### src/rsi_pkg.sv
// Package for the RSI threshold trader: configuration record, register
// indexes, action codes and the fixed field widths of the result beat.
// No dependencies.
package rsi_pkg;

  localparam int WINDOW_MAX_DEF = 32;
  localparam int PRICE_BITS_DEF = 24;
  localparam int QUEUE_DEPTH    = 2;

  localparam int WIN_LEN_W = 6;
  localparam int LEVEL_W   = 14;
  localparam int LIMIT_W   = 8;
  localparam int HELD_W    = 9;
  localparam int CASH_W    = 48;
  localparam int CFG_IDX_W = 2;
  localparam int CFG_DAT_W = 14;

  // Full-scale RSI in hundredths of a percent.
  localparam int RSI_FULL = 10000;

  typedef enum logic [CFG_IDX_W-1:0] {
    CFG_WINDOW_LEN       = 2'd0,
    CFG_OVERSOLD_LEVEL   = 2'd1,
    CFG_OVERBOUGHT_LEVEL = 2'd2,
    CFG_POSITION_LIMIT   = 2'd3
  } cfg_idx_e;

  typedef enum logic [1:0] {
    ACT_NONE = 2'd0,
    ACT_BUY  = 2'd1,
    ACT_SELL = 2'd2
  } action_e;

  typedef struct packed {
    logic [WIN_LEN_W-1:0] window_len;
    logic [LEVEL_W-1:0]   oversold_level;
    logic [LEVEL_W-1:0]   overbought_level;
    logic [LIMIT_W-1:0]   position_limit;
  } cfg_t;

endpackage

### src/rsi_front.sv
// Front end of the RSI trader: forms the daily move, keeps the move ring and
// the running gain and loss sums. Depends on rsi_pkg.
module rsi_front
  import rsi_pkg::*;
#(
  parameter int WINDOW_MAX = WINDOW_MAX_DEF,
  parameter int PRICE_BITS = PRICE_BITS_DEF
) (
  input  logic                  clk_i,
  input  logic                  rst_ni,
  input  logic [WIN_LEN_W-1:0]  window_len_i,
  input  logic                  win_clr_i,
  input  logic                  accept_i,
  input  logic [PRICE_BITS-1:0] price_i,
  output logic                  full_win_o,
  output logic [PRICE_BITS+$clog2(WINDOW_MAX)-1:0] gain_o,
  output logic [PRICE_BITS+$clog2(WINDOW_MAX)-1:0] loss_o
);

  localparam int SLOT_W = $clog2(WINDOW_MAX);
  localparam int CNT_W  = $clog2(WINDOW_MAX + 1);
  localparam int MOVE_W = PRICE_BITS + 1;
  localparam int SUM_W  = PRICE_BITS + SLOT_W;

  logic [PRICE_BITS-1:0]    last_q;
  logic                     have_q;
  logic [SLOT_W-1:0]        slot_q, slot_next, rd_addr;
  logic [CNT_W-1:0]         moves_q, moves_d, n_eff, slot_inc;
  logic [SUM_W-1:0]         gain_q, gain_d, loss_q, loss_d;
  logic signed [MOVE_W-1:0] move, move_neg, old_move, old_neg;
  logic [MOVE_W-1:0]        rd_q;
  logic [MOVE_W-1:0]        ring_mem [WINDOW_MAX];
  logic [PRICE_BITS-1:0]    mv_gain, mv_loss, old_gain, old_loss;
  logic                     advance, was_full;

  // A zero length acts as one move, a length past the ring acts as the ring.
  always_comb begin
    if (window_len_i == '0) begin
      n_eff = CNT_W'(1);
    end else if (32'(window_len_i) > WINDOW_MAX) begin
      n_eff = CNT_W'(WINDOW_MAX);
    end else begin
      n_eff = CNT_W'(window_len_i);
    end
  end

  assign advance   = accept_i && have_q;
  assign slot_inc  = CNT_W'(slot_q) + CNT_W'(1);
  assign slot_next = (slot_inc >= n_eff) ? '0 : slot_inc[SLOT_W-1:0];

  assign move     = $signed({1'b0, price_i}) - $signed({1'b0, last_q});
  assign move_neg = -move;
  assign mv_gain  = (move > 0) ? move[PRICE_BITS-1:0] : '0;
  assign mv_loss  = (move > 0) ? '0 : move_neg[PRICE_BITS-1:0];

  assign old_move = $signed(rd_q);
  assign old_neg  = -old_move;
  assign old_gain = (old_move > 0) ? old_move[PRICE_BITS-1:0] : '0;
  assign old_loss = (old_move > 0) ? '0 : old_neg[PRICE_BITS-1:0];

  assign was_full = moves_q >= n_eff;

  always_comb begin
    gain_d  = gain_q + SUM_W'(mv_gain);
    loss_d  = loss_q + SUM_W'(mv_loss);
    moves_d = moves_q;
    if (was_full) begin
      gain_d = gain_d - SUM_W'(old_gain);
      loss_d = loss_d - SUM_W'(old_loss);
    end else begin
      moves_d = moves_q + CNT_W'(1);
    end
  end

  assign full_win_o = have_q && (moves_d >= n_eff);
  assign gain_o     = gain_d;
  assign loss_o     = loss_d;

  // The entry due to leave the window is fetched one beat ahead.
  always_comb begin
    if (win_clr_i) begin
      rd_addr = '0;
    end else if (advance) begin
      rd_addr = slot_next;
    end else begin
      rd_addr = slot_q;
    end
  end

  always_ff @(posedge clk_i) begin
    if (advance && !win_clr_i) begin
      ring_mem[slot_q] <= move;
    end
    if (advance && !win_clr_i && slot_next == slot_q) begin
      rd_q <= move;
    end else begin
      rd_q <= ring_mem[rd_addr];
    end
  end

  always_ff @(posedge clk_i or negedge rst_ni) begin
    if (!rst_ni) begin
      last_q  <= '0;
      have_q  <= 1'b0;
      slot_q  <= '0;
      moves_q <= '0;
      gain_q  <= '0;
      loss_q  <= '0;
    end else begin
      if (win_clr_i) begin
        slot_q  <= '0;
        moves_q <= '0;
        gain_q  <= '0;
        loss_q  <= '0;
      end else if (advance) begin
        slot_q  <= slot_next;
        moves_q <= moves_d;
        gain_q  <= gain_d;
        loss_q  <= loss_d;
      end
      if (accept_i) begin
        last_q <= price_i;
        have_q <= 1'b1;
      end
    end
  end

endmodule

### config.mk
export PLATFORM = sky130hd
export DESIGN_NAME = rsi_front
export DESIGN_NICKNAME = d
export VERILOG_FILES = /design/src/rsi_pkg.sv /design/src/rsi_front.sv
export SDC_FILE = /design/constraint.sdc
export NUM_CORES = 1
export LEC_CHECK = 0
export ABC_CLOCK_PERIOD_IN_PS = 11000
export BUFFER_PORTS_ARGS = -buffer_cell sky130_fd_sc_hd__buf_2
export CAP_MARGIN = 20
export CORE_MARGIN = 2
export CORE_UTILIZATION = 30
export DETAILED_ROUTE_END_ITERATION = 12
export SLEW_MARGIN = 5
export SYNTH_ARGS = -nofsm -noshare
export SYNTH_HDL_FRONTEND = slang
export SYNTH_SLANG_ARGS = --single-unit
### constraint.sdc
create_clock -name clk_i -period 11 [get_ports clk_i]
set_input_delay 1.1 -clock clk_i [delete_from_list [all_inputs] [get_ports clk_i]]
set_output_delay 1.1 -clock clk_i [all_outputs]
set_load 0.02 [all_outputs]
==> impl_metrics.yaml <==
status:
  status: "completed"
pwr:
  power.total_mw: 10.9
  p_leak_nw: 17.5
  power.density_nw_per_um2: 212
  peakVddDrop_mv: 0.142
timing:
  hold_viol: 0
  clock_skew_ns: 0.0423
  fin_worst_hold_slack_ns: 0.440
  period_needed_ns: 10.61
  fin_crit_sh: 0.965
  drv_slew: 0
  setup_slack_ns: 0.388
  setup_viol: 0
  worst_pin_slew_ns: 1.10
  slew_headroom: 0.264
  fmax_mhz: 94.2
synth:
  async_reset_ff_frac: 0.105
  synthDistinctLibCells: 92
  synth_area_leaders: "edfxtp_1 (54%), mux4_2 (7.5%), dfrtp_1 (5.3%)"
  synth_compound_area_frac: 0.0876
  synth_top_area_share: 0.540
  synth_cells: 3298
  synthMuxAreaShare: 0.117
  yosys.area.top_type: "edfxtp_1"
  yosysSeqAreaShare: 0.595
  ys_seq_elements: 899
  synthesis.nets: 3479
  synth-main-ff-cell: "edfxtp_1"
  synth_xor_area_frac: 0.0331
  synth-simple-area-share: 0.101
  synth_top_family_by_area: "multiplexers"
  syn_area_um2: 44500
  syn_area_per_cell_um2: 13.5
  synth-adder-area-share: 0.0424
  ys_warn_count: 0
  synth_edf_count: 800
setup_path:
  critPathKind: "primary input to output port"
  reg2reg_setup_slack_ns: 2.21
  critical_path.max_fanout: 15
  path_buf_inv: 7
  r2r_end: "gain_q[27]"
  worstSetupEndpointType: "output port"
  r2r-start: "last_q[0]"
  crit_slowest_cell: "or4_1"
  start_kind: "primary input"
  crit_start: "price_i[0]"
  crit_path_max_incr_delay_ns: 0.52
  worst-endpoint-arrival_ns: 9.51
  reg2reg_depth: 40
  cp.required_ns: 9.90
  cpLargestDelayFamily: "compound AO/OA/AOI/OAI gates"
global_routing:
  grt_pass1_vias: 28400
  grt_max_degree: 65
  overflow: 0
  antenna_found_initial: 9
  grt_first_pass_wirelength_um: 191000
  track_usage: 0.169
clock_network:
  numCtsBuffers: 91
  hold_buffers: 0
  cts_root_buf: "clkbuf_16"
  clk_latency_ns: 0.68
  cts_setup_buffers: 0
  clk_pin_slew_ns: 0.06
  cts_sinks: 899
  cts_tree: "built"
  clockBufferDepth: 3
  htree_levels: 3
floorplanning:
  die_x_um: 389
  ios: 93
  fp.dieH_um: 389
  start_util: 0.302
  dieArea_um2: 151000
  placementRows: 141
  coreArea_um2: 147000
place:
  dp_slack_ns: -0.0915
  gp_congestion: 0.880
  portBuffers: 92
  hpwl_um: 83900
route:
  drc: 0
  ant_nets: 0
  wire_per_inst_um: 24.0
  vias: 29200
  viasPerCell: 5.33
  first_iter_violations: 2885
  wl_um: 131000
  dr.pass1.iters: 5
cells_and_area:
  final_common_cell: "edfxtp_1"
  syn_to_final_growth_pct: 16.0
  mostFrequentLayoutCells: "edfxtp_1 (800), nand2_1 (233), nor2_1 (221)"
  finalNetCount: 3653
  drive_above_1_share: 0.188
worst_hold_path:
  worstHoldPathType: "primary input to async pin"
run:
  max_cap_viol_count: 0
[report_power, final]
part           switching [mW]  internal [mW]
Sequential             0.0600           4.02
Clock                    1.38           1.94
Combinational            2.23           1.29
Total                    3.67           7.25
[area by class of cell]
type | instances | area, um^2
fillers | 14100 | 95900
flip-flops and latches | 899 | 26500
multi-input cells | 2155 | 17500
well taps | 1930 | 2410
clock buffers | 103 | 2340
repair buffers | 227 | 1590
clock inverters | 64 | 851
inverters | 98 | 368
diodes | 1 | 2.50
[worst max path at each step]
stage	cells past startpoint	to	slack [ns]
after detailed placement	40	loss_o[23]	-0.09
after global routing	44	loss_o[24]	-0.07
final	41	gain_o[27]	0.39
after CTS	42	gain_o[27]	0.005
after floorplan	38	loss_o[27]	0.11
after global placement	41	gain_o[28]	0.08
[kinds of logic (layout without fill, tap and decap cells)]
logic type,after synthesis,after routing
xor+xnor,168,168
buf+inv,244,492
flops,899,899
mux,333,333
compound gates,580,580
fa+ha+maj,148,148
simple gates,926,926
other cells,0,1
[cell usage after synthesis (12+ instances only)]
cell type  number
o21ai_0       132
inv_1          98
nor2_1        250
nand2_1       234
a22oi_1        45
a21oi_1       129
or2_2          17
xor2_1         58
nand4_1        25
a21o_1         34
clkbuf_1       67
or3_1          17
nor3b_1        28
dfrtp_1        94
and2_1         41
and3_1         14
mux2_2         12
a31oi_1        23
nand3_1        83
mux2i_1       173
buf_2          29
buf_1          34
nor3_1         95
nor4_1         12
nand2b_1       41
o31ai_1        12
edfxtp_1      800
o21a_1         32
ha_1          142
nor2b_1        36
a211oi_1       21
mux4_2        148
xnor2_1       110
[timing repair]
action,in CTS,in global routing
endpoints found under the setup margin,8,24
gates resized for setup,7,35
pin swaps,0,4
cloned,0,0
[per-layer routing]
metal	vias up	part of all wire	wire, um	track usage
met5	-	0.00030	39	0
met4	6	0.036	4760	0.0638
met3	200	0.064	8380	0.0214
met2	1053	0.48	62700	0.278
met1	14900	0.42	55300	0.228
li1	13000	-	-	-
[sequential cells by signal, summed over array words and instances (netlist names), named ones only]
name      flops
ring_mem    800
gain_q       29
loss_q       29
last_q       24
moves_q       6
slot_q        5
have_q        1
[stage by stage]
stage | std cells | cell area [um^2] | setup TNS (ns) | util
6_report | 5477 | 51600 | 0 | 0.350
5_1_grt | 5476 | 51600 | -0.138 | 0.350
4_1_cts | 5472 | 51300 | 0 | 0.348
3_5_place_dp | 5305 | 48100 | -0.430 | 0.326
3_3_place_gp | 5304 | 48100 | 0 | 0.326
2_1_floorplan | 3298 | 44500 | 0 | -
Note: power is estimated with default switching activity, not from simulation.
