--- config.mk ---
export PLATFORM = sky130hd
export DESIGN_NAME = rsi_queue
export DESIGN_NICKNAME = d
export VERILOG_FILES = /design/src/rsi_queue.sv
export SDC_FILE = /design/constraint.sdc
export NUM_CORES = 1
export LEC_CHECK = 0
export BUFFER_PORTS_ARGS = -buffer_cell sky130_fd_sc_hd__buf_2
export CORE_MARGIN = 4
export CORE_UTILIZATION = 52
export DETAILED_ROUTE_END_ITERATION = 16
export MAX_ROUTING_LAYER = met4
export PLACE_DENSITY = 0.8
export SYNTH_ARGS = -nofsm -noshare
export SYNTH_HDL_FRONTEND = slang
export SYNTH_SLANG_ARGS = --single-unit
--- constraint.sdc ---
create_clock -name clk_i -period 2.9 [get_ports clk_i]
set_input_delay 0.29 -clock clk_i [delete_from_list [all_inputs] [get_ports clk_i]]
set_output_delay 0.29 -clock clk_i [all_outputs]
set_load 0.01 [all_outputs]
--- src/rsi_queue.sv ---
// Small show-ahead FIFO that decouples the front end from the trade back end.
// Depends on nothing.
module rsi_queue #(
  parameter int DATA_W = 8,
  parameter int DEPTH  = 2
) (
  input  logic              clk_i,
  input  logic              rst_ni,
  input  logic              push_i,
  input  logic [DATA_W-1:0] push_data_i,
  output logic              full_o,
  input  logic              pop_i,
  output logic              valid_o,
  output logic [DATA_W-1:0] data_o
);

  localparam int PTR_W = (DEPTH > 1) ? $clog2(DEPTH) : 1;
  localparam int CNT_W = $clog2(DEPTH + 1);

  logic [DATA_W-1:0] mem_q [DEPTH];
  logic [PTR_W-1:0]  wr_q, rd_q;
  logic [CNT_W-1:0]  cnt_q;
  logic              do_push, do_pop;

  assign full_o  = cnt_q == CNT_W'(DEPTH);
  assign valid_o = cnt_q != '0;
  assign data_o  = mem_q[rd_q];
  assign do_push = push_i && !full_o;
  assign do_pop  = pop_i && valid_o;

  always_ff @(posedge clk_i) begin
    if (do_push) begin
      mem_q[wr_q] <= push_data_i;
    end
  end

  always_ff @(posedge clk_i or negedge rst_ni) begin
    if (!rst_ni) begin
      wr_q  <= '0;
      rd_q  <= '0;
      cnt_q <= '0;
    end else begin
      if (do_push) begin
        wr_q <= (wr_q == PTR_W'(DEPTH - 1)) ? '0 : wr_q + PTR_W'(1);
      end
      if (do_pop) begin
        rd_q <= (rd_q == PTR_W'(DEPTH - 1)) ? '0 : rd_q + PTR_W'(1);
      end
      if (do_push && !do_pop) begin
        cnt_q <= cnt_q + CNT_W'(1);
      end else if (do_pop && !do_push) begin
        cnt_q <= cnt_q - CNT_W'(1);
      end
    end
  end

endmodule

==> results of run 1 <==
area by class of cell:
type,instances,area share (%)
clock buffer,4,2.79
inverter,2,0.798
multi-input combinational,21,20.5
sequential,20,61.7
tap,15,1.99
timing repair buffer,22,12.2
what timing repair did:
item	CTS	global route
hold endpoints to repair	4	0
buffers inserted	0	0
setup endpoints to repair	0	0
hold buffers	1	0
synthesized netlist by cell type:
cell type	instances
xnor2_1	3
and3_1	1
dfrtp_1	4
nand2b_1	1
xor2_1	2
nand2_2	1
or2_4	1
mux2_1	8
edfxtp_1	16
ha_1	1
buf_2	1
nand2_4	1
inv_1	2
nor2_1	2
worst paths after layout:
| kind | startpoint | to | cells past startpoint |
|---|---|---|---|
| worst max register to register | cnt_q[0] | mem_q[0][5] | 3 |
| worst min-delay path | push_data_i[6] | mem_q[0][6] | 1 |
| max in group asynchronous | rst_ni | rd_q | 2 |
| worst max-delay path | rd_q | data_o[7] | 2 |
| min in group asynchronous | rst_ni | cnt_q[1] | 2 |
| worst min register to register | cnt_q[1] | cnt_q[1] | 1 |
through the flow:
step                      instances  worst slack, ns  area (um^2)  power [mW]  utilization (%)
final                            84             1.21          941       0.892             68.9
after global routing             84             1.13          941       0.951             68.9
after CTS                        84             1.18          941       0.905             68.9
after detailed placement         79             1.36          905       0.772             66.2
after global placement           79             1.41          905       0.757             66.2
after floorplan                  44             1.54          786       0.663                -
flip-flops by register name, indices dropped and copies added, names as in the netlist:
signal / count
cnt_q: 2
wr_q: 1
mem_q: 16
rd_q: 1
metal layers:
| layer | vias up | wire (um) | GRT usage (%) |
|---|---|---|---|
| met1 | 200 | 517 | 17.8 |
| met2 | 17 | 612 | 23.0 |
| li1 | 210 | - | - |
| met3 | 5 | 100 | 3.45 |
| met4 | 0 | 29 | 8.29 |
| met5 | - | 0 | - |
critical path, stage by stage (launching register included):
cell and delay, ns:
dfrtp_1 0.59, mux2_1 0.37, buf_2 0.14
power by group:
part,internal (mW),switching (mW),leakage [nW],total (mW)
clock,0.0536,0.0798,0.0150,0.133
combinational,0.148,0.151,0.182,0.299
sequential,0.402,0.0575,0.195,0.459
total,0.603,0.288,0.393,0.892
cell families (layout without fill, tap and decap cells):
family / count (synthesis) / in the layout
DFF: 20 / 20
muxes: 8 / 8
and+or+nand+nor: 7 / 7
xor gates and xnor gates: 5 / 5
buffers and inverters: 3 / 28
adders and majority gates: 1 / 1
==> results.md, run 1 <==
* Initial antenna violation count at 0
* Layout cell share with drive strength beyond 1 at about 39%
* Cell Rows at 13
* Global-route usage over all layers at 14.9%
* Mux cell area share after synthesis at 11.5%
* Antenna-violating nets left at 0
* Max cap viols at 0
* WL final at 1260 um
* Most area-hungry cell type in the Yosys netlist: edfxtp_1
* Syn Nets at 57
* Diode count at 0
* Area share of the largest cell type after synthesis at approximately three fifths
* Pwr Density at about 950 nW/um^2
* FMAX at 0.591 GHz
* #FFs+latches synth at 20
* Synth Area in Simple Gates at slightly below 6%
* DR vias at 432
* Post-synthesis xor/xnor area fraction at 5.57%
* HP Class: in2reg
* Area of the multi-input gates at 193 um^2
* Startpoint Class: flip-flop
* Initial Util at 57.5%
* IO Pins at 22
* Status: finished, final reports clean
* CTS Root Cell: clkbuf_4
* Hold Vio Cnt, Final at 0
* Pin count of the biggest net entering global routing at 12
* CTS HTree Levels at 1
* Die height at 46.9 um
* Final layout net count at 83
* Maximum fanout along the worst path at 9
* Max VDD drop at 0.000541 V
* CORE AREA at 1370 um^2
* Mapped Area at 786 um^2
* Post-Synthesis Cells at 44
* Register area at 581 um^2
* # DRC at 0
* Hold_ws at 0.172 ns
* CTS max path bufs at 2
* Post-route minimum period at 1.69 ns
* Synth Area per Inst at 17.9 um^2
* Post-CTS sizing at 0
* Clock Sinks at 20
* Initial drt markers at 5
* P&R area growth vs syn at 19.7%
* Drt first pass iters at 3
* Sequential share of the synthesized area at 73.9%
* Crit path required time at between 2 and 3 ns
* Period utilization at between 50% and 60%
* WL per Instance at 15.0 um
* Slew Viols, Final at 0
* Count of input and output buffers at 21
* Die Wd at roughly 47 um
* Reg2reg setup slack at 1.37 ns
* Final setup viols at 0
* Slew @ Worst Pin at 0.645 ns
* CP Data Arrival Time at 1.40 ns
* CTS buffer count at 3
* CTS tree: done
* Most common cell after layout, fill and taps aside: buf_2
* Clock-pin transition on the worst setup and hold timing paths at 0.11 ns
* Vias in the first global route at 471
* Synth warnings at 0
* Area fraction in compound gates after synthesis at 0%
* RSZ-0062 raised after global routing: no
* Setup CP Type: reg2out
* Die area at 2200 um^2
* Setup Total Neg Slack at 0 ns
* Leakage at 0.393 nW
* Vias/cell at 5.14
* Post-synth cell types at 14
* First-pass GRT wire length at 2100 um
* Largest family of logic cells by synthesized area: multiplexers
* Area contributors post-synth: edfxtp_1 (61%), dfrtp_1 (13%), mux2_1 (11%)
* Adder-cell share of the synthesized area at 1.59%
* Clk_skew at 0.00534 ns
* Insertion delay to the later sink of the worst-skew pair at about 0.3 ns
* Grt total ovfl at 0
* Routability cong. at 0.644
* Worst Setup End Kind: output pin
* Worst slew margin at about 57%
* # fillers at 106
* Most frequent cells in the layout: buf_2 (21), edfxtp_1 (16), mux2_1 (8), dfrtp_1 (4)
(Power assumes the default switching activity.)
==> inputs of run 2 (changes only) <==
- CORE_ASPECT_RATIO: unset -> 0.8
- CORE_UTILIZATION: 52 -> 48
- PLACE_DENSITY: 0.8 -> 0.74
- clock period: 2.9 -> 1.7 ns (I/O delays scaled with it)
==> run 2 against run 1 <==
Sequential power increased by 70%. First-iteration DRC count decreased by 80%. Routed wire length decreased by 3.7%. Sequential share of layout area decreased by 0.97 points. Critical path type unchanged. Largest cell class unchanged. Highest routed layer unchanged.
==> results.md, run 2 (synthesized netlist as in run 1, its figures left out) <==
* Vias in the first global route at 460 (-2.3%)
* Initial drt markers at 1 (-4)
* CP Data Arrival Time at 1.40 ns (about the same)
* Final layout net count at 84 (+1.2%)
* Biggest register: mem_q
* R2r worst-path depth at 6 (+3)
* Count of input and output buffers at 21 (unchanged)
* Setup Total Neg Slack at 0 ns (unchanged)
* Vias/cell at 4.63 (-10%)
* Crit path required time at 1.53 ns (-1.08 ns)
* Die height at 44.2 um (-5.7%)
* First-pass GRT wire length at 1980 um (-5.6%)
* Diode count at 0 (unchanged)
* Hold Vio Cnt, Final at 0 (unchanged)
* Clock Sinks at 20 (unchanged)
* Leakage at 0.398 nW (+1.3%)
* Hold Path Stages at 1 (unchanged)
* Grt total ovfl at 0 (unchanged)
* Clk_skew at 0.00949 ns (+0.00416 ns)
* FMAX at about 0.64 GHz
* Status: finished, final reports clean
* Period utilization at 92.1%
* Tot Pwr at 1.52 mW (+71%)
* Startpoint Class: flip-flop
* Drt first pass iters at 4 (+1)
* CTS tree: done
* CTS max path bufs at 2 (unchanged)
* Most common cell after layout, fill and taps aside: buf_2
* Worst slew margin at 73.9% (+17 points)
* # DRC at 0 (unchanged)
* IO Pins at 22 (unchanged)
* Maximum fanout along the worst path at 9 (unchanged)
* CORE AREA at 1470 um^2 (+7.7%)
* Slew Viols, Final at 0 (unchanged)
* WL per Instance at 13.3 um (-11%)
* Die area at 2350 um^2 (+7.1%)
* Setup CP Type: reg2out
* P&R area growth vs syn at 21.7%
* CTS HTree Levels at 1 (unchanged)
* Layout cell share with drive strength beyond 1 at 40.0% (+0.87 points)
* Slew @ Worst Pin at 0.391 ns (-0.254 ns)
* Worst Setup End Kind: output pin
* Pwr Density at 1590 nW/um^2 (+68%)
* Insertion delay to the later sink of the worst-skew pair at 0.29 ns (about the same)
* CTS buffer count at 3 (unchanged)
* Antenna-violating nets left at 0 (unchanged)
* Most frequent cells in the layout: buf_2 (21), edfxtp_1 (16), mux2_1 (8), dfrtp_1 (4)
* Routability cong. at 0.800 (+24%)
* Max VDD drop at 0.000924 V (+71%)
* Post-route minimum period at 1.57 ns
* Max FFs per register at 16 (unchanged)
* Max cap viols at 0 (unchanged)
* Post-CTS sizing at 0 (unchanged)
* RSZ-0062 raised after global routing: no
* Cell Rows at 12 (-1)
* Die Wd at 53.2 um (+14%)
* Largest regs: mem_q x16, cnt_q x2
* Final setup viols at 0 (unchanged)
* Global-route usage over all layers at 12.4% (-2.5 points)
* Clock-pin transition on the worst setup and hold timing paths at 0.11 ns (about the same)
* CTS Root Cell: clkbuf_4
* HP Class: in2reg
* Detailed placer's ending HPWL at 902 um
* Initial antenna violation count at 0 (unchanged)
* DR vias at 421 (-2.5%)
* Initial Util at 53.4% (-4.1 points)
* WL final at 1210 um (-3.7%)
* Pin count of the biggest net entering global routing at 12 (unchanged)
==> run 2: final timing paths <==
check                                from  slack, ns     endpoint
setup / recovery                     rd_q       0.13    data_o[0]
max in group asynchronous          rst_ni       1.36     cnt_q[1]
hold reg to reg                      wr_q       0.51         wr_q
min in group asynchronous          rst_ni       0.20         wr_q
setup reg to reg                 cnt_q[0]       0.26     cnt_q[1]
hold / removal             push_data_i[0]       0.06  mem_q[1][0]
==> run 2: timing repair <==
action	CTS	global route
hold endpoints to repair	4	0
setup buffers	0	0
hold buffers	1	0
==> run 2: worst max-delay path, cell delays in order (launching register included) <==
cell,delay (ns)
dfrtp_1,0.59
mux2_1,0.38
buf_2,0.15
==> run 2: area by class of cell <==
class,instances,area (um^2)
flip-flops and latches,20,581
well taps,21,26.3
fillers,128,515
repair buffers,23,123
inverters,2,7.51
multi-input cells,21,193
clock buffers,4,26.3
==> run 2: per-stage QoR <==
stage | setup WS (ns) | instance area (um^2) | util [%] | instances | hold slack [ns]
6_report | 0.134 | 956 | 65.0 | 91 | 0.0649
5_1_grt | 0.0650 | 956 | 65.0 | 91 | 0.0564
4_1_cts | 0.119 | 956 | 65.0 | 91 | 0.0550
3_5_place_dp | 0.251 | 920 | 62.5 | 86 | -0.0138
3_3_place_gp | 0.318 | 920 | 62.5 | 86 | -0.0181
2_1_floorplan | 0.344 | 786 | - | 44 | -0.126
==> run 2: per-layer routing <==
layer | share of wire, % | track usage [%] | vias to the layer above
met1 | 43 | 15.0 | 194
met5 | 0 | - | -
li1 | - | - | 211
met2 | 51 | 20.0 | 14
met4 | 0.33 | 4.59 | 0
met3 | 6.0 | 3.03 | 2
==> run 2: power breakdown <==
group	total, mW	switching, mW	leakage [nW]	internal, mW
Clock	0.220	0.129	0.0150	0.0910
Combinational	0.522	0.259	0.187	0.263
Sequential	0.779	0.0954	0.195	0.684
Total	1.52	0.483	0.398	1.04
