$ cat config.mk
export PLATFORM = sky130hd
export DESIGN_NAME = rsi_back_flat
export DESIGN_NICKNAME = d
export VERILOG_FILES = /design/src/rsi_pkg.sv /design/src/rsi_if.sv /design/src/rsi_back.sv /design/src/flat_wrapper.sv
export SDC_FILE = /design/constraint.sdc
export NUM_CORES = 2
export LEC_CHECK = 0
export ABC_AREA = 1
export BUFFER_PORTS_ARGS = -buffer_cell sky130_fd_sc_hd__buf_2
export CAP_MARGIN = 20
export CORE_ASPECT_RATIO = 0.7
export CORE_MARGIN = 2
export CORE_UTILIZATION = 45
export CTS_CLUSTER_DIAMETER = 40
export CTS_CLUSTER_SIZE = 24
export DETAILED_ROUTE_END_ITERATION = 12
export SLEW_MARGIN = 20
export SYNTH_ARGS = -nofsm -noshare
export SYNTH_HDL_FRONTEND = slang
export SYNTH_SLANG_ARGS = --single-unit
$ cat constraint.sdc
create_clock -name clk_i -period 11.8 [get_ports clk_i]
set_clock_uncertainty 0.05 [all_clocks]
set_input_delay 1.18 -clock clk_i [delete_from_list [all_inputs] [get_ports clk_i]]
set_output_delay 1.18 -clock clk_i [all_outputs]
set_load 0.05 [all_outputs]
$ cat src/rsi_pkg.sv
// Package for the RSI threshold trader: configuration record, register
// indexes, action codes and the fixed field widths of the result beat.
// No dependencies.
package rsi_pkg;

  localparam int WINDOW_MAX_DEF = 32;
  localparam int PRICE_BITS_DEF = 24;
  localparam int QUEUE_DEPTH    = 2;

  localparam int WIN_LEN_W = 6;
  localparam int LEVEL_W   = 14;
  localparam int LIMIT_W   = 8;
  localparam int HELD_W    = 9;
  localparam int CASH_W    = 48;
  localparam int CFG_IDX_W = 2;
  localparam int CFG_DAT_W = 14;

  // Full-scale RSI in hundredths of a percent.
  localparam int RSI_FULL = 10000;

  typedef enum logic [CFG_IDX_W-1:0] {
    CFG_WINDOW_LEN       = 2'd0,
    CFG_OVERSOLD_LEVEL   = 2'd1,
    CFG_OVERBOUGHT_LEVEL = 2'd2,
    CFG_POSITION_LIMIT   = 2'd3
  } cfg_idx_e;

  typedef enum logic [1:0] {
    ACT_NONE = 2'd0,
    ACT_BUY  = 2'd1,
    ACT_SELL = 2'd2
  } action_e;

  typedef struct packed {
    logic [WIN_LEN_W-1:0] window_len;
    logic [LEVEL_W-1:0]   oversold_level;
    logic [LEVEL_W-1:0]   overbought_level;
    logic [LIMIT_W-1:0]   position_limit;
  } cfg_t;

endpackage

$ cat src/rsi_if.sv


interface rsi_out_if ();
  logic               valid;
  logic               ready;
  logic               signal_ready;
  logic [1:0]         action;
  logic signed [8:0]  held_units;
  logic signed [47:0] cash_balance;
  logic signed [47:0] net_value;

  modport source (output valid, output signal_ready, output action, output held_units,
                  output cash_balance, output net_value, input ready);
  modport sink   (input valid, input signal_ready, input action, input held_units,
                  input cash_balance, input net_value, output ready);
endinterface

$ cat src/rsi_back.sv
// Back end of the RSI trader: threshold compare, position and cash update,
// and mark-to-market value in a three-stage stalling pipeline. Uses rsi_pkg.
module rsi_back
  import rsi_pkg::*;
#(
  parameter int WINDOW_MAX = WINDOW_MAX_DEF,
  parameter int PRICE_BITS = PRICE_BITS_DEF
) (
  input  logic                  clk_i,
  input  logic                  rst_ni,
  input  cfg_t                  cfg_i,
  input  logic                  head_valid_i,
  input  logic                  head_full_i,
  input  logic [PRICE_BITS+$clog2(WINDOW_MAX)-1:0] head_gain_i,
  input  logic [PRICE_BITS+$clog2(WINDOW_MAX)-1:0] head_loss_i,
  input  logic [PRICE_BITS-1:0] head_price_i,
  output logic                  pop_o,
  rsi_out_if.source             result_o
);

  localparam int SUM_W  = PRICE_BITS + $clog2(WINDOW_MAX);
  localparam int PROD_W = SUM_W + LEVEL_W + 1;
  localparam int MUL_W  = PRICE_BITS + HELD_W + 1;
  localparam int VAL_W  = ((MUL_W > CASH_W) ? MUL_W : CASH_W) + 1;
  localparam logic signed [VAL_W-1:0] VMAX = VAL_W'({1'b0, {(CASH_W-1){1'b1}}});
  localparam logic signed [VAL_W-1:0] VMIN = -VMAX - VAL_W'(1);
  localparam logic signed [CASH_W:0]  CMAX = {2'b00, {(CASH_W-1){1'b1}}};
  localparam logic signed [CASH_W:0]  CMIN = -CMAX - (CASH_W+1)'(1);

  logic                     adv;
  logic [PROD_W-1:0]        num, den, os_den, ob_den;
  logic                     le_os, ge_ob, eq_ob, blocked;
  logic                     v1_q, full1_q, buy1_q, sell1_q;
  logic [PRICE_BITS-1:0]    price1_q, price2_q;
  logic                     v2_q, full2_q;
  action_e                  act2_q, act_d;
  logic signed [HELD_W-1:0] pos_q, pos_d;
  logic signed [CASH_W-1:0] cash_q, cash_d;
  logic signed [CASH_W:0]   cash_sum;
  logic signed [HELD_W:0]   pos_w, lim_w;
  logic signed [MUL_W-1:0]  mark;
  logic signed [VAL_W-1:0]  val_sum, val_sat;
  logic                     ov_q, out_full_q;
  action_e                  out_act_q;
  logic signed [HELD_W-1:0] out_pos_q;
  logic signed [CASH_W-1:0] out_cash_q, out_val_q;

  assign adv   = !ov_q || result_o.ready;
  assign pop_o = adv && head_valid_i;

  // RSI compare by cross-multiplication; with no losses RSI is full scale.
  assign num    = PROD_W'(head_gain_i) * PROD_W'(RSI_FULL);
  assign den    = PROD_W'(head_gain_i) + PROD_W'(head_loss_i);
  assign os_den = PROD_W'(cfg_i.oversold_level) * den;
  assign ob_den = PROD_W'(cfg_i.overbought_level) * den;

  always_comb begin
    if (head_loss_i == '0) begin
      le_os = 32'(RSI_FULL) <= 32'(cfg_i.oversold_level);
      ge_ob = 32'(RSI_FULL) >= 32'(cfg_i.overbought_level);
      eq_ob = 32'(RSI_FULL) == 32'(cfg_i.overbought_level);
    end else begin
      le_os = num <= os_den;
      ge_ob = num >= ob_den;
      eq_ob = num == ob_den;
    end
  end

  // Equal thresholds hit exactly give no trade.
  assign blocked = (cfg_i.oversold_level == cfg_i.overbought_level) && eq_ob;

  assign pos_w = {pos_q[HELD_W-1], pos_q};
  assign lim_w = $signed({2'b00, cfg_i.position_limit});

  always_comb begin
    pos_d    = pos_q;
    cash_d   = cash_q;
    act_d    = ACT_NONE;
    cash_sum = {cash_q[CASH_W-1], cash_q};
    if (buy1_q && pos_w < lim_w) begin
      cash_sum = {cash_q[CASH_W-1], cash_q} - $signed((CASH_W+1)'(price1_q));
      pos_d    = pos_q + HELD_W'(1);
      act_d    = ACT_BUY;
    end else if (sell1_q && pos_w > -lim_w) begin
      cash_sum = {cash_q[CASH_W-1], cash_q} + $signed((CASH_W+1)'(price1_q));
      pos_d    = pos_q - HELD_W'(1);
      act_d    = ACT_SELL;
    end
    if (cash_sum > CMAX) begin
      cash_d = CMAX[CASH_W-1:0];
    end else if (cash_sum < CMIN) begin
      cash_d = CMIN[CASH_W-1:0];
    end else begin
      cash_d = cash_sum[CASH_W-1:0];
    end
  end

  // Mark to market with the position left by this beat's trade.
  assign mark    = MUL_W'(pos_q) * $signed({{(MUL_W-PRICE_BITS){1'b0}}, price2_q});
  assign val_sum = VAL_W'(cash_q) + VAL_W'(mark);

  always_comb begin
    if (val_sum > VMAX) begin
      val_sat = VMAX;
    end else if (val_sum < VMIN) begin
      val_sat = VMIN;
    end else begin
      val_sat = val_sum;
    end
  end

  always_ff @(posedge clk_i or negedge rst_ni) begin
    if (!rst_ni) begin
      v1_q       <= 1'b0;
      full1_q    <= 1'b0;
      buy1_q     <= 1'b0;
      sell1_q    <= 1'b0;
      price1_q   <= '0;
      v2_q       <= 1'b0;
      full2_q    <= 1'b0;
      act2_q     <= ACT_NONE;
      price2_q   <= '0;
      pos_q      <= '0;
      cash_q     <= '0;
      ov_q       <= 1'b0;
      out_full_q <= 1'b0;
      out_act_q  <= ACT_NONE;
      out_pos_q  <= '0;
      out_cash_q <= '0;
      out_val_q  <= '0;
    end else if (adv) begin
      v1_q     <= head_valid_i;
      full1_q  <= head_full_i;
      buy1_q   <= head_valid_i && head_full_i && !blocked && le_os;
      sell1_q  <= head_valid_i && head_full_i && !blocked && ge_ob;
      price1_q <= head_price_i;

      v2_q <= v1_q;
      if (v1_q) begin
        full2_q  <= full1_q;
        act2_q   <= act_d;
        price2_q <= price1_q;
        pos_q    <= pos_d;
        cash_q   <= cash_d;
      end

      ov_q <= v2_q;
      if (v2_q) begin
        out_full_q <= full2_q;
        out_act_q  <= act2_q;
        out_pos_q  <= pos_q;
        out_cash_q <= cash_q;
        out_val_q  <= val_sat[CASH_W-1:0];
      end
    end
  end

  assign result_o.valid        = ov_q;
  assign result_o.signal_ready = out_full_q;
  assign result_o.action       = out_act_q;
  assign result_o.held_units   = out_pos_q;
  assign result_o.cash_balance = out_cash_q;
  assign result_o.net_value    = out_val_q;

endmodule

$ cat src/flat_wrapper.sv
// flat-port wrapper written by rule: the top's interface ports become plain ports
module rsi_back_flat import rsi_pkg::*;
#(
  parameter int WINDOW_MAX = WINDOW_MAX_DEF,
  parameter int PRICE_BITS = PRICE_BITS_DEF
)
  (clk_i, rst_ni, cfg_i, head_valid_i, head_full_i, head_gain_i, head_loss_i, head_price_i, pop_o, result_o_valid, result_o_signal_ready, result_o_action, result_o_held_units, result_o_cash_balance, result_o_net_value, result_o_ready);
  rsi_out_if result_o_i ();
  input  logic clk_i;
  input  logic rst_ni;
  input  cfg_t cfg_i;
  input  logic head_valid_i;
  input  logic head_full_i;
  input  logic [PRICE_BITS+$clog2(WINDOW_MAX)-1:0] head_gain_i;
  input  logic [PRICE_BITS+$clog2(WINDOW_MAX)-1:0] head_loss_i;
  input  logic [PRICE_BITS-1:0] head_price_i;
  output logic pop_o;
  output wire logic [$bits(result_o_i.valid)-1:0] result_o_valid;
  output wire logic [$bits(result_o_i.signal_ready)-1:0] result_o_signal_ready;
  output wire logic [$bits(result_o_i.action)-1:0] result_o_action;
  output wire logic [$bits(result_o_i.held_units)-1:0] result_o_held_units;
  output wire logic [$bits(result_o_i.cash_balance)-1:0] result_o_cash_balance;
  output wire logic [$bits(result_o_i.net_value)-1:0] result_o_net_value;
  input wire logic [$bits(result_o_i.ready)-1:0] result_o_ready;
  assign result_o_valid = result_o_i.valid;
  assign result_o_signal_ready = result_o_i.signal_ready;
  assign result_o_action = result_o_i.action;
  assign result_o_held_units = result_o_i.held_units;
  assign result_o_cash_balance = result_o_i.cash_balance;
  assign result_o_net_value = result_o_i.net_value;
  assign result_o_i.ready = result_o_ready;
  rsi_back #(.WINDOW_MAX(WINDOW_MAX), .PRICE_BITS(PRICE_BITS)) u_core (.clk_i(clk_i), .rst_ni(rst_ni), .cfg_i(cfg_i), .head_valid_i(head_valid_i), .head_full_i(head_full_i), .head_gain_i(head_gain_i), .head_loss_i(head_loss_i), .head_price_i(head_price_i), .pop_o(pop_o), .result_o(result_o_i));
endmodule
==> run_results.csv <==
group,metric,value,unit
status,outcome,"finished clean",
hold_path,hold-path-cell-count,2,
critical_path,rr_endpoint,"u_core.result_o.net_value[3]",
synthesis,synth_cells,7686,
finish,fin_util,50.0,%
synthesis,async_flop_share,100,%
synthesis,synth-seq-cells,222,
routing,ant_nets,0,
routing,drt_iter0_drc,6158,
sta,slew_violations,0,
cts,cts.sinks,222,
floorplan,start_util,45.5,%
floorplan,die_w,436,um
synthesis,postSynthAreaPerCell,7.64,sq um
routing,wl,225000,um
sta,fin_crit,10.88,ns
critical_path,crit_type,"primary input to flip-flop",
critical_path,cp.arrival,11.33,ns
placed_design,place_congestion,1.03,
sta,tightest_slew,1.08,ns
synthesis,synthFlopType,"dfrtp_1",
synthesis,synth_area,0.0587,sq mm
critical_path,cpMaxStageDelayCell,"fa_1",
synthesis,yosysWarnings,0,
synthesis,syn-num-nets,9382,
critical_path,max_stage_delay,0.54,ns
finish,nets,9705,
cts,ctsResizeCount,0,
critical_path,worstSetupStartpointType,"primary input",
global_routing,antenna_found_initial,16,
synthesis,synth-seq-area-share,9.46,%
sta,fmax,0.0919,GHz
synthesis,synth_edf_count,0,
finish,layout_common_cells,"nand2_1 (1510), inv_1 (1467), fa_1 (930), nor2_1 (812), ha_1 (637)",
placed_design,dp_hpwl,188000,um
critical_path,r2r_slack,4.86,ns
finish,drive_gt1_share,10.6,%
routing,wl_per_cell,23.0,um
routing,firstDrtPassIters,6,
critical_path,worstSetupEndpointType,"flip-flop",
routing,vias,53500,
sta,rsz0062_at_grt,"false",
cts,cts_buffer_depth,3,
sta,fin_crit_sh,92.2,%
finish,area_growth,9.88,%
routing,via_per_inst,5.47,
finish,stdcell_area,0.0646,sq mm
critical_path,rr_worst_depth,19,
routing,drc,0,
floorplan,num_rows,110,
job,cap_violations,0,
cts,cts_hold_buffers,0,
sta,setup_tns,0,ns
cts,clock_latency,0.60,ns
cts,post_cts_buffers,0,
cts,cts_tree,"yes",
sta,setup_viol,0,
floorplan,die_area,0.134,sq mm
critical_path,crit_top_cell,"nand2_1",
critical_path,r2r_start,"u_core.pos_q[1]",
cts,clkTransAtPathRegs,0.08,ns
hold_path,hold_start,"u_core.result_o.cash_balance[20]",
placed_design,port_buffers,232,
global_routing,grtUsageTotal,33.6,%
critical_path,crit_required,12.24,ns
floorplan,die_y,306,um
cts,cts_buffers,25,
sta,max_slew_margin,28.0,%
finish,mostFrequentLayoutCell,"nand2_1",
sta,finalHoldViolCount,0,
critical_path,critical_path.max_fanout,6,
global_routing,grt_pass1_wl,336000,um
finish,fill_cells,13100,
hold_path,hold_path_class,"flip-flop to flip-flop",
floorplan,core_area,0.129,sq mm
global_routing,overflow,0,
cts,htreeDepth,1,
cts,root_buffer,"clkbuf_16",
global_routing,grt_pass1_vias,51600,
placed_design,dpl-instance-area,0.0636,sq mm
global_routing,grt_max_degree,66,
synthesis,ys_types,63,
hold_path,hold_end,"u_core.result_o.cash_balance[20]",
floorplan,io_pins,239,
[logic make-up after synthesis]
family	Yosys count	share of synthesized area [%]
adder cells (fa/ha/maj)	1567	45.3
AO/OA/AOI/OAI	958	9.66
flip-flops	222	9.46
buffers and inverters	1795	11.9
XOR/XNOR	211	3.16
AND/OR/NAND/NOR	2933	20.6
[critical path, delay by kind of cell]
| family | cells | cell delay (ns) |
|---|---|---|
| fa+ha+maj | 9 | 4.12 |
| simple gates | 27 | 4.06 |
| compound gates | 4 | 1.02 |
| buf+inv | 6 | 0.76 |
| xor+xnor | 1 | 0.16 |
[how the worst max path moves through the flow]
stage | to | depth (start not counted) | startpoint
after floorplan | u_core.buy1_q | 50 | head_gain_i[0]
after global placement | u_core.sell1_q | 53 | head_gain_i[0]
after detailed placement | u_core.sell1_q | 53 | head_gain_i[0]
after CTS | u_core.sell1_q | 53 | head_gain_i[0]
after global routing | u_core.sell1_q | 53 | head_gain_i[5]
final | u_core.buy1_q | 47 | head_gain_i[17]
[sequential cells by signal, summed over array words and instances (netlist names)]
name / count
u_core.full2_q: 1
u_core.sell1_q: 1
u_core.result_o.signal_ready: 1
u_core.v2_q: 1
u_core.pos_q: 9
u_core.full1_q: 1
u_core.v1_q: 1
u_core.cash_q: 48
u_core.price1_q: 24
u_core.result_o.valid: 1
u_core.price2_q: 24
u_core.buy1_q: 1
u_core.result_o.net_value: 48
u_core.result_o.action: 2
u_core.act2_q: 2
u_core.result_o.held_units: 9
u_core.result_o.cash_balance: 48
[metrics by stage]
stage / instances / hold WS, ns / setup slack, ns
finish: 9772 / 0.421 / 0.916
global route: 9771 / 0.442 / 0.417
CTS: 9763 / 0.424 / 0.680
detailed placement: 9717 / 0.404 / 0.0790
global placement: 9717 / 0.404 / 0.152
floorplan: 7686 / 0.382 / 2.66
[cell type report]
type,instances,area (sq um),share of cell area (%)
flip-flops and latches,222,5560,8.61
diodes,8,20.0,0.0310
well taps,1736,2170,3.36
clock buffers,28,667,1.03
clock inverters,18,244,0.378
inverters,1492,5600,8.68
repair buffers,599,4050,6.27
multi-input cells,5669,46200,71.6
[Yosys cell counts (27+ instances only)]
library cell | number | area share, %
nand2_1 | 1510 | 9.6
inv_1 | 1469 | 9.4
fa_1 | 930 | 32
nor2_1 | 814 | 5.2
ha_1 | 637 | 14
a21oi_1 | 416 | 3.5
nand3_1 | 344 | 2.9
o21ai_0 | 279 | 2.4
dfrtp_1 | 222 | 9.5
clkbuf_1 | 214 | 1.4
xor2_1 | 151 | 2.3
or2_2 | 61 | 0.65
xnor2_1 | 59 | 0.88
nor3_1 | 54 | 0.46
buf_2 | 52 | 0.44
nand4_1 | 51 | 0.54
a21oi_2 | 35 | 0.52
nor4_1 | 32 | 0.34
a21oi_4 | 30 | 0.83
a21o_1 | 28 | 0.36
o21ai_1 | 27 | 0.23
[routing by layer]
layer  routed length, um  global-route usage, %  vias up
li1                    -                      -    24400
met1              110000                   55.0    26300
met2               80200                   41.7     2606
met3               29900                   10.8      256
met4                4670                   6.08        2
met5                  13                      0        -
Power is left out: the tool's default activity adds up to more than one toggle a clock period on the data nets, which glitch-free logic cannot reach.
